<file path="src/hw/rtl/bilinear_texel_sampler_unit_assert.svh">
// Assertion macros for the bilinear texel sampler RTL.
// Needs signals named clk and rst in the scope where a macro is used.
`ifndef BILINEAR_TEXEL_SAMPLER_UNIT_ASSERT_SVH
`define BILINEAR_TEXEL_SAMPLER_UNIT_ASSERT_SVH

`ifndef SYNTHESIS

// same-cycle implication
`define BTS_ASSERT_IMPL(lbl, ante, cons, msg) \
  lbl: assert property (@(posedge clk) disable iff (rst) (ante) |-> (cons)) \
    else $error(msg);

// next-cycle implication
`define BTS_ASSERT_NEXT(lbl, ante, cons, msg) \
  lbl: assert property (@(posedge clk) disable iff (rst) (ante) |=> (cons)) \
    else $error(msg);

`else

`define BTS_ASSERT_IMPL(lbl, ante, cons, msg)
`define BTS_ASSERT_NEXT(lbl, ante, cons, msg)

`endif

`endif

</file>
<file path="src/hw/rtl/bts_pkg.sv">
// Shared constants, types and lerp functions for the bilinear texel sampler.
// No dependencies; imported by every module of the block.
package bts_pkg;

  localparam int MAX_WIDTH  = 64;
  localparam int MAX_HEIGHT = 64;
  localparam int FRAC_BITS  = 8;

  localparam int COL_W     = $clog2(MAX_WIDTH);
  localparam int ROW_W     = $clog2(MAX_HEIGHT);
  localparam int AXIS_W    = (COL_W > ROW_W) ? COL_W : ROW_W;
  localparam int COORD_W   = 16;
  localparam int DIM_W     = 7;
  localparam int CFG_IDX_W = 1;
  localparam int CHAN_W    = 8;
  localparam int NUM_CHAN  = 3;
  localparam int PIX_W     = CHAN_W * NUM_CHAN;
  localparam int HALF_PIX  = 1 << (FRAC_BITS - 1);

  // four banks split by row and column parity
  localparam int NUM_BANKS  = 4;
  localparam int BANK_SEL_W = 2;
  localparam int BANK_AW    = (COL_W - 1) + (ROW_W - 1);
  localparam int BANK_DEPTH = 1 << BANK_AW;

  typedef enum logic {
    OP_WRITE  = 1'b0,
    OP_SAMPLE = 1'b1
  } op_t;

  typedef enum logic [CFG_IDX_W-1:0] {
    CFG_IMAGE_WIDTH  = 1'b0,
    CFG_IMAGE_HEIGHT = 1'b1
  } cfg_reg_t;

  typedef logic [PIX_W-1:0]     pixel_t;
  typedef logic [FRAC_BITS-1:0] frac_t;

  typedef struct packed {
    logic             in_image;
    logic [COL_W-1:0] x0;
    logic [COL_W-1:0] x1;
    logic [ROW_W-1:0] y0;
    logic [ROW_W-1:0] y1;
    frac_t            fx;
    frac_t            fy;
  } sample_req_t;

  // a + floor((b - a) * w / 2^FRAC_BITS), wraps to 8 bits
  function automatic logic [CHAN_W-1:0] lerp8(input logic [CHAN_W-1:0] a,
                                              input logic [CHAN_W-1:0] b,
                                              input frac_t w);
    logic signed [CHAN_W:0]             diff;
    logic signed [CHAN_W+FRAC_BITS+1:0] prod;
    logic signed [CHAN_W+FRAC_BITS+1:0] q;
    diff = signed'({1'b0, b}) - signed'({1'b0, a});
    prod = diff * signed'({1'b0, w});
    q    = prod >>> FRAC_BITS;
    return a + q[CHAN_W-1:0];
  endfunction

  function automatic pixel_t lerp_color(input pixel_t a, input pixel_t b, input frac_t w);
    pixel_t r;
    for (int i = 0; i < NUM_CHAN; i++) begin
      r[i*CHAN_W +: CHAN_W] = lerp8(a[i*CHAN_W +: CHAN_W], b[i*CHAN_W +: CHAN_W], w);
    end
    return r;
  endfunction

endpackage

</file>
<file path="src/hw/rtl/bts_filter.sv">
// Two-stage bilinear filter: vertical lerps, then horizontal lerp and output.
// Depends on bts_pkg.
module bts_filter
  import bts_pkg::*;
(
  input  logic                   clk,
  input  logic                   rst,
  input  logic                   in_valid,
  input  sample_req_t            in_req,
  input  pixel_t [NUM_BANKS-1:0] texels,
  output logic                   out_valid,
  output pixel_t                 out_color
);

  pixel_t t00, t01, t10, t11;
  pixel_t left_q, right_q;
  frac_t  fx_q;
  logic   inside_q;
  logic   mid_valid;

  // txy: x0/x1 column, y0/y1 row
  assign t00 = texels[{in_req.y0[0], in_req.x0[0]}];
  assign t01 = texels[{in_req.y1[0], in_req.x0[0]}];
  assign t10 = texels[{in_req.y0[0], in_req.x1[0]}];
  assign t11 = texels[{in_req.y1[0], in_req.x1[0]}];

  always_ff @(posedge clk) begin
    if (rst) begin
      mid_valid <= 1'b0;
      out_valid <= 1'b0;
    end else begin
      mid_valid <= in_valid;
      out_valid <= mid_valid;
    end
    left_q    <= lerp_color(t00, t01, in_req.fy);
    right_q   <= lerp_color(t10, t11, in_req.fy);
    fx_q      <= in_req.fx;
    inside_q  <= in_req.in_image;
    out_color <= inside_q ? lerp_color(left_q, right_q, fx_q) : '0;
  end

endmodule
</file>
<file path="config.mk">
export PLATFORM = sky130hd
export DESIGN_NAME = bts_filter
export DESIGN_NICKNAME = d
export VERILOG_FILES = /design/src/hw/rtl/bilinear_texel_sampler_unit_assert.svh /design/src/hw/rtl/bts_pkg.sv /design/src/hw/rtl/bts_filter.sv
export SDC_FILE = /design/constraint.sdc
export NUM_CORES = 2
export LEC_CHECK = 0
export BUFFER_PORTS_ARGS = -buffer_cell sky130_fd_sc_hd__buf_2
export CORE_ASPECT_RATIO = 0.75
export CORE_MARGIN = 2
export CORE_UTILIZATION = 55
export CTS_CLUSTER_DIAMETER = 60
export DETAILED_ROUTE_END_ITERATION = 7
export HOLD_SLACK_MARGIN = 0.08
export MAX_ROUTING_LAYER = met4
export PLACE_DENSITY = 0.74
export SLEW_MARGIN = 20
export SYNTH_ARGS = -nofsm -noshare
export SYNTH_HDL_FRONTEND = slang
export SYNTH_SLANG_ARGS = --single-unit
export TNS_END_PERCENT = 100
</file>
<file path="constraint.sdc">
create_clock -name clk -period 13.03 [get_ports clk]
set_input_delay 2.606 -clock clk [delete_from_list [all_inputs] [get_ports clk]]
set_output_delay 2.606 -clock clk [all_outputs]
set_load 0.02 [all_outputs]
</file>
==> impl_metrics.csv <==
group,metric,value,unit
die,die-height,207,um
die,coreArea,54500,um^2
global_route,grt_overflow,0,
synthesis,postSynthAreaPerCell,8.77,um^2
sta,fin_skew,0.0121,ns
die,fp.dieW,275,um
clocking,cts_sinks,83,
global_route,grt_pass1_wl,120000,um
synthesis,synthArstFlopShare,0,%
die,ios,165,
synthesis,syn_nets,4491,
route,ant_nets,0,
worst_setup_path,slowest_stage,"o31ai_1",
sta,final_hold_viol_count,0,
job,maxCapViolations,0,
clocking,clk_latency,0.38,ns
clocking,root_buffer,"clkbuf_16",
placement,hpwl,58900,um
worst_setup_path,critPathMaxStageDelay,0.80,ns
worst_setup_path,critPathLaunch,"in_req[28]",
route,routed_wl,71700,um
worst_setup_path,r2r_cells,29,
worst_setup_path,arrival,11.38,ns
synthesis,synth_top_family_by_area,"adder cells",
final_layout,syn_to_final_growth,5.96,%
worst_setup_path,cp-endpoint,"right_q[23]",
final_layout,nets,4576,
worst_setup_path,r2r_slack,4.53,ns
sta,min_period_over_period,85.2,%
sta,setup_tns,0,ns
sta,slew_headroom,33.8,%
global_route,grt_pass1_vias,23600,
clocking,cts_setup_buffers,0,
placement,numPortBuffers,144,
route,drt-vias-per-instance,5.33,
synthesis,ys_seq_elements,83,
worst_setup_path,worst_ep_required_time,13.31,ns
route,wl_per_cell,16.7,um
clocking,cts_buffers,9,
route,remaining_drc_errors,0,
clocking,clk_path_buf_depth,2,
synthesis,synthMuxAreaShare,5.24,%
die,placement_rows,74,
sta,max_freq,90.1,MHz
worst_setup_path,cp-start-kind,"input port",
die,die_area,57100,um^2
synthesis,synth_cell_types,61,
worst_setup_path,r2r_start,"left_q[16]",
global_route,grt_usage,27.1,%
global_route,grt_max_degree,58,
sta,setup_violations,0,
route,first_pass_iters,5,
route,vias,22800,
clocking,htree_num_levels,3,
min_path,holdCritPathClass,"reg -> reg",
synthesis,yosysWarnings,0,
synthesis,synth_fa_ha_area_share,49.1,%
synthesis,synthXorXnorAreaFrac,6.31,%
route,drt_iter0_drc,1339,
synthesis,synth_compound_area_share,6.58,%
placement,gp_congestion,0.884,
worst_setup_path,r2r-end,"out_color[23]",
worst_setup_path,critPathMostFrequentCell,"fa_1",
final_layout,layout-drive-gt1-share,7.71,%
clocking,cts_tree,"built",
die,start_util,55.7,%
synthesis,yosysSeqAreaShare,5.47,%
worst_setup_path,cp-end-kind,"flop",
sta,finalMaxSlewViolations,0,
clocking,cts_resized,0,
clocking,postCtsHoldBufs,0,
global_route,antenna_found_initial,7,
final_layout,fin_util,59.0,%
sta,period_minus_slack,11.10,ns
worst_setup_path,cp_max_fo,22,
worst_setup_path,worst-setup-path-type,"in -> reg",
sta,tightest_slew,0.985,ns
synthesis,synthesis.area,30400,um^2
synthesis,ys.flop_type,"dfxtp_1",
synthesis,synth_cells,3463,
clocking,clkSlewWorstSetupHoldPaths,0.07,ns
status,outcome,"finished clean",
synthesis,synth_edf_count,0,
synthesis,synth-simple-area-share,16.5,%
sta,grt_setup_unrepaired,"no",
## layer usage
metal / part of all wire [%] / up-vias / track usage [%] / wire length (um)
li1: - / 10900 / - / -
met1: 46 / 11200 / 38.4 / 32800
met3: 7.2 / 69 / 4.13 / 5170
met4: 1.7 / 0 / 5.59 / 1190
met5: 0 / - / - / 0
met2: 45 / 643 / 41.5 / 32600
## worst max-delay path: cells and delay by family
kind | cells | cell delay [ns]
AO/OA/AOI/OAI | 7 | 2.37
XOR/XNOR | 3 | 0.76
adder cells (fa/ha/maj) | 8 | 3.00
buffers and inverters | 6 | 1.04
multiplexers | 1 | 0.55
AND/OR/NAND/NOR | 5 | 1.01
## Yosys cell counts (all sizes together), types with 2 or more instances
master | count | area share, %
a2111oi | 2 | 0.058
a211o | 3 | 0.087
a21boi | 16 | 0.40
a21o | 26 | 0.64
a21oi | 95 | 1.6
a221o | 4 | 0.13
a221oi | 2 | 0.078
a311o | 6 | 0.20
a31oi | 12 | 0.27
a41o | 8 | 0.26
and2 | 191 | 3.9
and3 | 38 | 0.78
and4 | 2 | 0.058
buf | 11 | 0.16
clkbuf | 87 | 1.1
dfxtp | 83 | 5.5
fa | 504 | 33
ha | 384 | 16
inv | 774 | 9.6
mux2 | 24 | 0.89
mux2i | 24 | 0.79
mux4 | 48 | 3.6
nand2 | 342 | 4.2
nand2b | 74 | 1.5
nand3 | 46 | 0.76
nand4b | 5 | 0.14
nor2 | 123 | 1.5
nor2b | 121 | 2.5
nor3 | 20 | 0.33
nor3b | 4 | 0.099
nor4b | 3 | 0.087
o2111ai | 2 | 0.058
o21a | 9 | 0.22
o21ai | 103 | 1.7
o21bai | 4 | 0.099
o22ai | 2 | 0.041
o31ai | 8 | 0.23
o41ai | 13 | 0.42
or2 | 6 | 0.12
or3 | 18 | 0.39
xnor2 | 148 | 4.3
xnor3 | 5 | 0.37
xor2 | 55 | 1.6
## logic make-up (layout without fill, tap and decap cells)
| logic type | count (synthesis) | after routing |
|---|---|---|
| mux | 96 | 96 |
| compound gates | 319 | 319 |
| other cells | 0 | 7 |
| xor+xnor | 209 | 209 |
| simple gates | 995 | 995 |
| buf+inv | 873 | 963 |
| fa+ha+maj | 888 | 888 |
| flops | 83 | 83 |
## sequential cells by signal, indices dropped and copies added, names as in the netlist
register,count
left_q,24
inside_q,1
right_q,24
mid_valid,1
out_color,24
out_valid,1
fx_q,8
## how the worst min path moves through the flow
| stage | from | end | slack, ns | cells past startpoint |
|---|---|---|---|---|
| 2_1_floorplan | mid_valid | out_valid | 0.41 | 1 |
| 3_3_place_gp | mid_valid | out_valid | 0.42 | 1 |
| 3_5_place_dp | mid_valid | out_valid | 0.43 | 1 |
| 4_1_cts | mid_valid | out_valid | 0.45 | 1 |
| 5_1_grt | mid_valid | out_valid | 0.47 | 1 |
| 6_report | mid_valid | out_valid | 0.44 | 1 |
## cells in the final DEF, fill, tap and decap left out, types with 46 or more instances in the layout
master	n
inv_1	774
fa_1	504
a21oi_1	95
o21ai_0	65
xor2_1	54
nand3_1	46
nand2b_1	74
mux4_2	48
nor2_1	123
ha_1	384
dfxtp_1	83
xnor2_1	148
and2_1	190
nand2_1	342
nor2b_1	121
buf_2	141
## stage by stage
step / std cells / worst slack (ns) / instance area [um^2] / hold WS, ns
floorplan: 3463 / 2.45 / 30400 / 0.414
global placement: 4259 / 1.71 / 31800 / 0.420
detailed placement: 4259 / 1.63 / 31800 / 0.434
CTS: 4275 / 1.99 / 32100 / 0.451
global route: 4279 / 1.50 / 32200 / 0.471
finish: 4282 / 1.93 / 32200 / 0.445
## layout make-up
type	count	area, um^2
Tap cell	722	903
Timing Repair Buffer	172	951
Clock inverter	7	80.1
Multi-Input combinational cell	2507	25400
Inverter	775	2910
Fill cell	4873	22400
Antenna cell	7	17.5
Sequential cell	83	1660
Clock buffer	9	225
Power is not shown: default switching activity piles up to over one toggle a cycle in this logic, so the estimate is an artifact.
