## src/hw/rtl/bilinear_texel_sampler_unit_assert.svh

```systemverilog
// Assertion macros for the bilinear texel sampler RTL.
// Needs signals named clk and rst in the scope where a macro is used.
`ifndef BILINEAR_TEXEL_SAMPLER_UNIT_ASSERT_SVH
`define BILINEAR_TEXEL_SAMPLER_UNIT_ASSERT_SVH

`ifndef SYNTHESIS

// same-cycle implication
`define BTS_ASSERT_IMPL(lbl, ante, cons, msg) \
  lbl: assert property (@(posedge clk) disable iff (rst) (ante) |-> (cons)) \
    else $error(msg);

// next-cycle implication
`define BTS_ASSERT_NEXT(lbl, ante, cons, msg) \
  lbl: assert property (@(posedge clk) disable iff (rst) (ante) |=> (cons)) \
    else $error(msg);

`else

`define BTS_ASSERT_IMPL(lbl, ante, cons, msg)
`define BTS_ASSERT_NEXT(lbl, ante, cons, msg)

`endif

`endif

```

## src/hw/rtl/bts_pkg.sv

```systemverilog
// Shared constants, types and lerp functions for the bilinear texel sampler.
// No dependencies; imported by every module of the block.
package bts_pkg;

  localparam int MAX_WIDTH  = 64;
  localparam int MAX_HEIGHT = 64;
  localparam int FRAC_BITS  = 8;

  localparam int COL_W     = $clog2(MAX_WIDTH);
  localparam int ROW_W     = $clog2(MAX_HEIGHT);
  localparam int AXIS_W    = (COL_W > ROW_W) ? COL_W : ROW_W;
  localparam int COORD_W   = 16;
  localparam int DIM_W     = 7;
  localparam int CFG_IDX_W = 1;
  localparam int CHAN_W    = 8;
  localparam int NUM_CHAN  = 3;
  localparam int PIX_W     = CHAN_W * NUM_CHAN;
  localparam int HALF_PIX  = 1 << (FRAC_BITS - 1);

  // four banks split by row and column parity
  localparam int NUM_BANKS  = 4;
  localparam int BANK_SEL_W = 2;
  localparam int BANK_AW    = (COL_W - 1) + (ROW_W - 1);
  localparam int BANK_DEPTH = 1 << BANK_AW;

  typedef enum logic {
    OP_WRITE  = 1'b0,
    OP_SAMPLE = 1'b1
  } op_t;

  typedef enum logic [CFG_IDX_W-1:0] {
    CFG_IMAGE_WIDTH  = 1'b0,
    CFG_IMAGE_HEIGHT = 1'b1
  } cfg_reg_t;

  typedef logic [PIX_W-1:0]     pixel_t;
  typedef logic [FRAC_BITS-1:0] frac_t;

  typedef struct packed {
    logic             in_image;
    logic [COL_W-1:0] x0;
    logic [COL_W-1:0] x1;
    logic [ROW_W-1:0] y0;
    logic [ROW_W-1:0] y1;
    frac_t            fx;
    frac_t            fy;
  } sample_req_t;

  // a + floor((b - a) * w / 2^FRAC_BITS), wraps to 8 bits
  function automatic logic [CHAN_W-1:0] lerp8(input logic [CHAN_W-1:0] a,
                                              input logic [CHAN_W-1:0] b,
                                              input frac_t w);
    logic signed [CHAN_W:0]             diff;
    logic signed [CHAN_W+FRAC_BITS+1:0] prod;
    logic signed [CHAN_W+FRAC_BITS+1:0] q;
    diff = signed'({1'b0, b}) - signed'({1'b0, a});
    prod = diff * signed'({1'b0, w});
    q    = prod >>> FRAC_BITS;
    return a + q[CHAN_W-1:0];
  endfunction

  function automatic pixel_t lerp_color(input pixel_t a, input pixel_t b, input frac_t w);
    pixel_t r;
    for (int i = 0; i < NUM_CHAN; i++) begin
      r[i*CHAN_W +: CHAN_W] = lerp8(a[i*CHAN_W +: CHAN_W], b[i*CHAN_W +: CHAN_W], w);
    end
    return r;
  endfunction

endpackage

```

## src/hw/rtl/bts_addr.sv

```systemverilog
// Sample position to neighbor coordinates, weights and per-bank read addresses.
// Depends on bts_pkg.
module bts_addr
  import bts_pkg::*;
(
  input  logic signed [COORD_W-1:0]       sample_x,
  input  logic signed [COORD_W-1:0]       sample_y,
  input  logic [DIM_W-1:0]                w_eff,
  input  logic [DIM_W-1:0]                h_eff,
  output sample_req_t                     req,
  output logic [NUM_BANKS-1:0][BANK_AW-1:0] rd_addr
);

  // p - half pixel, clamped to [0, (size-1) << FRAC_BITS]
  function automatic logic [AXIS_W+FRAC_BITS-1:0] center_of(
      input logic signed [COORD_W-1:0] p, input logic [DIM_W-1:0] size);
    logic signed [COORD_W:0] c;
    logic signed [COORD_W:0] top;
    c   = {p[COORD_W-1], p} - (COORD_W+1)'(HALF_PIX);
    top = (COORD_W+1)'({size - DIM_W'(1), {FRAC_BITS{1'b0}}});
    if (c < 0) begin
      c = '0;
    end else if (c > top) begin
      c = top;
    end
    return c[AXIS_W+FRAC_BITS-1:0];
  endfunction

  logic [AXIS_W+FRAC_BITS-1:0] cx;
  logic [AXIS_W+FRAC_BITS-1:0] cy;
  logic [COL_W-1:0]            x0;
  logic [ROW_W-1:0]            y0;
  logic [DIM_W-1:0]            x0_inc;
  logic [DIM_W-1:0]            y0_inc;
  logic                        in_x;
  logic                        in_y;

  assign in_x = !sample_x[COORD_W-1] &&
                (COORD_W'(sample_x) < COORD_W'({w_eff, {FRAC_BITS{1'b0}}}));
  assign in_y = !sample_y[COORD_W-1] &&
                (COORD_W'(sample_y) < COORD_W'({h_eff, {FRAC_BITS{1'b0}}}));

  assign cx     = center_of(sample_x, w_eff);
  assign cy     = center_of(sample_y, h_eff);
  assign x0     = cx[FRAC_BITS +: COL_W];
  assign y0     = cy[FRAC_BITS +: ROW_W];
  assign x0_inc = DIM_W'(x0) + DIM_W'(1);
  assign y0_inc = DIM_W'(y0) + DIM_W'(1);

  always_comb begin
    req.in_image = in_x && in_y;
    req.x0       = x0;
    req.y0       = y0;
    req.x1       = (x0_inc < w_eff) ? x0_inc[COL_W-1:0] : x0;
    req.y1       = (y0_inc < h_eff) ? y0_inc[ROW_W-1:0] : y0;
    req.fx       = cx[FRAC_BITS-1:0];
    req.fy       = cy[FRAC_BITS-1:0];
  end

  // bank index = {row parity, column parity}; each bank reads the neighbor
  // of its parity, or anything when no neighbor has it (edge reuse)
  always_comb begin
    logic [COL_W-1:0] col_sel;
    logic [ROW_W-1:0] row_sel;
    for (int b = 0; b < NUM_BANKS; b++) begin
      col_sel    = (req.x0[0] == b[0]) ? req.x0 : req.x1;
      row_sel    = (req.y0[0] == b[1]) ? req.y0 : req.y1;
      rd_addr[b] = {row_sel[ROW_W-1:1], col_sel[COL_W-1:1]};
    end
  end

endmodule

```

## config.mk

```make
export PLATFORM = sky130hd
export DESIGN_NAME = bts_addr
export DESIGN_NICKNAME = d
export VERILOG_FILES = /design/src/hw/rtl/bilinear_texel_sampler_unit_assert.svh /design/src/hw/rtl/bts_pkg.sv /design/src/hw/rtl/bts_addr.sv
export SDC_FILE = /design/constraint.sdc
export NUM_CORES = 1
export LEC_CHECK = 0
export BUFFER_PORTS_ARGS = -buffer_cell sky130_fd_sc_hd__buf_2
export CAP_MARGIN = 20
export CORE_MARGIN = 2
export CORE_UTILIZATION = 40
export DETAILED_ROUTE_END_ITERATION = 7
export PLACE_DENSITY = 0.77
export SLEW_MARGIN = 10
export SYNTH_ARGS = -nofsm -noshare
export SYNTH_HDL_FRONTEND = slang
export SYNTH_SLANG_ARGS = --single-unit
```

## constraint.sdc

```tcl
create_clock -name vclk -period 6.6
set_input_delay 0 -clock vclk [all_inputs]
set_output_delay 0 -clock vclk [all_outputs]
set_load 0.01 [all_outputs]
```

==> report_table.html <==
<table>
<tr><th>Metric</th><th>Value</th></tr>
<tr><th colspan="2">Routing</th></tr>
<tr><td>Drt first-iter violations</td><td>129</td></tr>
<tr><td>Highest layer used for signal routing</td><td>met4</td></tr>
<tr><td>Via-to-Cell Ratio</td><td>5.59</td></tr>
<tr><td>Sum of routed wire length over all layers</td><td>7700 microns</td></tr>
<tr><td>Detailed-routed wire length on met2</td><td>3780 microns</td></tr>
<tr><td>TritonRoute pass-1 iters</td><td>6</td></tr>
<tr><td>Count of antenna-violating nets left after detailed routing</td><td>0</td></tr>
<tr><td>Met1 wire length</td><td>3200 microns</td></tr>
<tr><td>Via count</td><td>3024</td></tr>
<tr><td>Post-route DRC violation count</td><td>0</td></tr>
<tr><td>Met3 layer wire length in the routed design</td><td>615 microns</td></tr>
<tr><td>Detailed-route wire length per cell</td><td>14.2 microns</td></tr>
<tr><th colspan="2">Power</th></tr>
<tr><td>Tot Pwr</td><td>0.000389 W</td></tr>
<tr><td>Worst IR drop on VDD</td><td>0.0561 mV</td></tr>
<tr><td>Leakage power figure</td><td>1.75 nW</td></tr>
<tr><td>Power Density</td><td>120 nW/um^2</td></tr>
<tr><th colspan="2">Worst setup path</th></tr>
<tr><td>Most used cell, CP</td><td>sky130_fd_sc_hd__ha_1</td></tr>
<tr><td>Longest individual stage delay on the worst path</td><td>550 ps</td></tr>
<tr><td>Worst path top cell family by delay</td><td>simple AND/OR/NAND/NOR gates</td></tr>
<tr><td>Cell with the biggest individual delay on the critical path</td><td>sky130_fd_sc_hd__or4_1</td></tr>
<tr><td>Highest net fanout along the worst path</td><td>10</td></tr>
<tr><td>Capturing element type of the critical path</td><td>output pin</td></tr>
<tr><td>Required time worst endpoint</td><td>6600 ps</td></tr>
<tr><td>Crit start category</td><td>input port</td></tr>
<tr><td>Buffers plus inverters on the worst setup path</td><td>2</td></tr>
<tr><td>Kind of critical path</td><td>in -&gt; out</td></tr>
<tr><td>Worst EP arrival</td><td>6040 ps</td></tr>
<tr><td>Critical path depth in cells</td><td>25</td></tr>
<tr><th colspan="2">STA</th></tr>
<tr><td>Minimum clock period</td><td>6040 ps</td></tr>
<tr><td>Maximum clock rate</td><td>165 MHz</td></tr>
<tr><td>Setup repair after global routing missed its margin</td><td>no</td></tr>
<tr><td>Final clock period utilization by the worst path</td><td>91.6%</td></tr>
<tr><td>Setup violation total in the final timing report</td><td>0</td></tr>
<tr><td>Slew Limit Fails</td><td>0</td></tr>
<tr><td>Final hold violation count</td><td>0</td></tr>
<tr><td>Setup Total Neg Slack</td><td>0 ps</td></tr>
<tr><td>Slew of the pin with the lowest slew margin</td><td>712 ps</td></tr>
<tr><td>Relative slew slack</td><td>52.4%</td></tr>
<tr><th colspan="2">Floorplan</th></tr>
<tr><td>Core Footprint</td><td>6460 sq um</td></tr>
<tr><td>Initial core utilization</td><td>41.9%</td></tr>
<tr><td>Die outline area</td><td>7440 sq um</td></tr>
<tr><td>Top-level I/O count</td><td>127</td></tr>
<tr><td>Die width</td><td>86.2 microns</td></tr>
<tr><td>Die Height</td><td>86.2 microns</td></tr>
<tr><td>Core Rows</td><td>29</td></tr>
<tr><th colspan="2">Placed design</th></tr>
<tr><td>Count of buffers inserted at the top-level ports</td><td>127</td></tr>
<tr><td>HPWL reported at the end of detailed placement</td><td>6570 microns</td></tr>
<tr><td>Standard cell area after detailed placement</td><td>3250 sq um</td></tr>
<tr><td>Global placement routability congestion</td><td>0.979</td></tr>
<tr><th colspan="2">Yosys</th></tr>
<tr><td>Top cell types by occurrence after synthesis</td><td>sky130_fd_sc_hd__ha_1, sky130_fd_sc_hd__xnor2_1, sky130_fd_sc_hd__inv_1</td></tr>
<tr><td>Synthesized netlist cell count</td><td>365</td></tr>
<tr><td>Area fraction of the dominant cell type after synthesis</td><td>19.4%</td></tr>
<tr><td>Largest family of logic cells by synthesized area</td><td>simple AND/OR/NAND/NOR gates</td></tr>
<tr><td>Syn Area/Cell</td><td>7.41 sq um</td></tr>
<tr><td>Fraction of the yosys area taken by sequential cells</td><td>0%</td></tr>
<tr><td>Multiplexer share of the synthesized area</td><td>7.63%</td></tr>
<tr><td>Xor and xnor area share after synthesis</td><td>16.5%</td></tr>
<tr><td>Distinct cells, synth</td><td>62</td></tr>
<tr><td>Most area-hungry cell type in the Yosys netlist</td><td>sky130_fd_sc_hd__ha_1</td></tr>
<tr><td>Synthesized-area fraction occupied by and/or/nand/nor cells</td><td>28.8%</td></tr>
<tr><td>Syn nets</td><td>453</td></tr>
<tr><td>Top cells by area, synth</td><td>sky130_fd_sc_hd__ha_1, sky130_fd_sc_hd__xnor2_1, sky130_fd_sc_hd__buf_4</td></tr>
<tr><td>Adder-cell share of the synthesized area</td><td>19.4%</td></tr>
<tr><td>Warnings, synthesis</td><td>0</td></tr>
<tr><td>Cell area after synthesis</td><td>2710 sq um</td></tr>
<tr><td>Library cell with the highest instance count after synthesis</td><td>sky130_fd_sc_hd__ha_1</td></tr>
<tr><td>Area fraction in compound gates after synthesis</td><td>15.5%</td></tr>
<tr><th colspan="2">Cells and area</th></tr>
<tr><td>Area grow syn2layout</td><td>20.4%</td></tr>
<tr><td>Share of final-layout standard cells stronger than drive strength 1</td><td>33.2%</td></tr>
<tr><td>Summed area of non-filler cells in the final layout</td><td>3260 sq um</td></tr>
<tr><td>Sequential cell count</td><td>0</td></tr>
<tr><td>Inserted Diodes</td><td>0</td></tr>
<tr><td>Final net count</td><td>554</td></tr>
<tr><td>Total of clock buffers placed in the layout</td><td>0</td></tr>
<tr><td>Register area</td><td>0 sq um</td></tr>
<tr><th colspan="2">Global route</th></tr>
<tr><td>GR Overflow Total</td><td>0</td></tr>
<tr><td>Vias in the first global route</td><td>2664</td></tr>
<tr><td>Gr usage total</td><td>19.4%</td></tr>
<tr><td>Global-route wire length before repair</td><td>12400 microns</td></tr>
<tr><td>Antenna violations before repair</td><td>0</td></tr>
<tr><td>Largest net degree at the start of global routing</td><td>24</td></tr>
<tr><th colspan="2">Clock tree</th></tr>
<tr><td>Number of buffers added for setup after CTS</td><td>0</td></tr>
<tr><th colspan="2">Hold path</th></tr>
<tr><td>Hold-critical path depth</td><td>3</td></tr>
<tr><td>Worst hold-check path type</td><td>in -&gt; out</td></tr>
<tr><th colspan="2">Run</th></tr>
<tr><td># Max-Cap Violations</td><td>0</td></tr>
<tr><th colspan="2">Run status</th></tr>
<tr><td>Result of the run</td><td>finished, final reports clean</td></tr>
</table>
## metrics by stage
stage / utilization (%) / setup slack [ps] / instances / hold slack [ps]
2_1_floorplan: - / 802 / 365 / 155
3_3_place_gp: 50.3 / 771 / 541 / 327
5_1_grt: 50.4 / 113 / 541 / 344
4_1_cts: 50.3 / 395 / 541 / 326
3_5_place_dp: 50.3 / 443 / 541 / 326
6_report: 50.4 / 555 / 541 / 326
## area by class of cell
| cell class | count | area, sq um |
|---|---|---|
| well taps | 77 | 96.3 |
| fillers | 623 | 3200 |
| repair buffers | 130 | 658 |
| multi-input cells | 303 | 2390 |
| inverters | 31 | 116 |
## placed cells by master (no fill, tap or decap), drive strengths merged, types with 2 or more instances in the layout
cell type,Yosys,routed
a2111oi,2,2
a211oi,4,4
a21boi,3,3
a21o,10,10
a21oi,13,13
a311oi,2,2
and2,4,4
and3,19,19
buf,26,130
ha,42,42
inv,31,31
mux2,7,7
mux2i,12,12
nand2,25,25
nand2b,7,7
nand3,15,15
nand3b,2,2
nand4,7,7
nor2,15,15
nor2b,3,3
nor3,16,16
nor3b,6,6
nor4,8,8
nor4b,2,2
o211ai,2,2
o21a,2,2
o21ai,5,5
o31a,2,2
or2,2,2
or3,3,3
or4,3,3
xnor2,38,38
xor2,13,13
## cells by family (layout without fill, tap and decap cells)
group,after synthesis,after routing
XOR/XNOR,51,51
buffers and inverters,62,161
multiplexers,19,19
adder cells (fa/ha/maj),42,42
AO/OA/AOI/OAI,53,53
AND/OR/NAND/NOR,138,138
## tightest hold or removal path: stages
cell	delay [ps]
sky130_fd_sc_hd__buf_2	80
sky130_fd_sc_hd__and3_1	120
sky130_fd_sc_hd__buf_2	120
## power breakdown
part           internal (W)  switching (W)
registers                 0              0
clock network             0              0
logic              0.000167       0.000223
total              0.000167       0.000223
## worst paths after layout
check | start | endpoint | slack [ps]
setup / recovery | sample_y[11] | rd_addr[5] | 560
hold / removal | sample_y[3] | req[3] | 330
## per-layer routing
metal | vias up | GRT usage [%]
met2 | 163 | 36.5
met3 | 12 | 0.857
met1 | 1359 | 25.0
met5 | - | 0
li1 | 1490 | -
met4 | 0 | 2.41
## repair_timing
action / CTS / global route
hold endpoints to repair: 0 / 0
endpoints found under the setup margin: 0 / 15
gates resized for setup: 0 / 3
hold buffers: 0 / 0
Note: power is estimated with default switching activity, not from simulation.
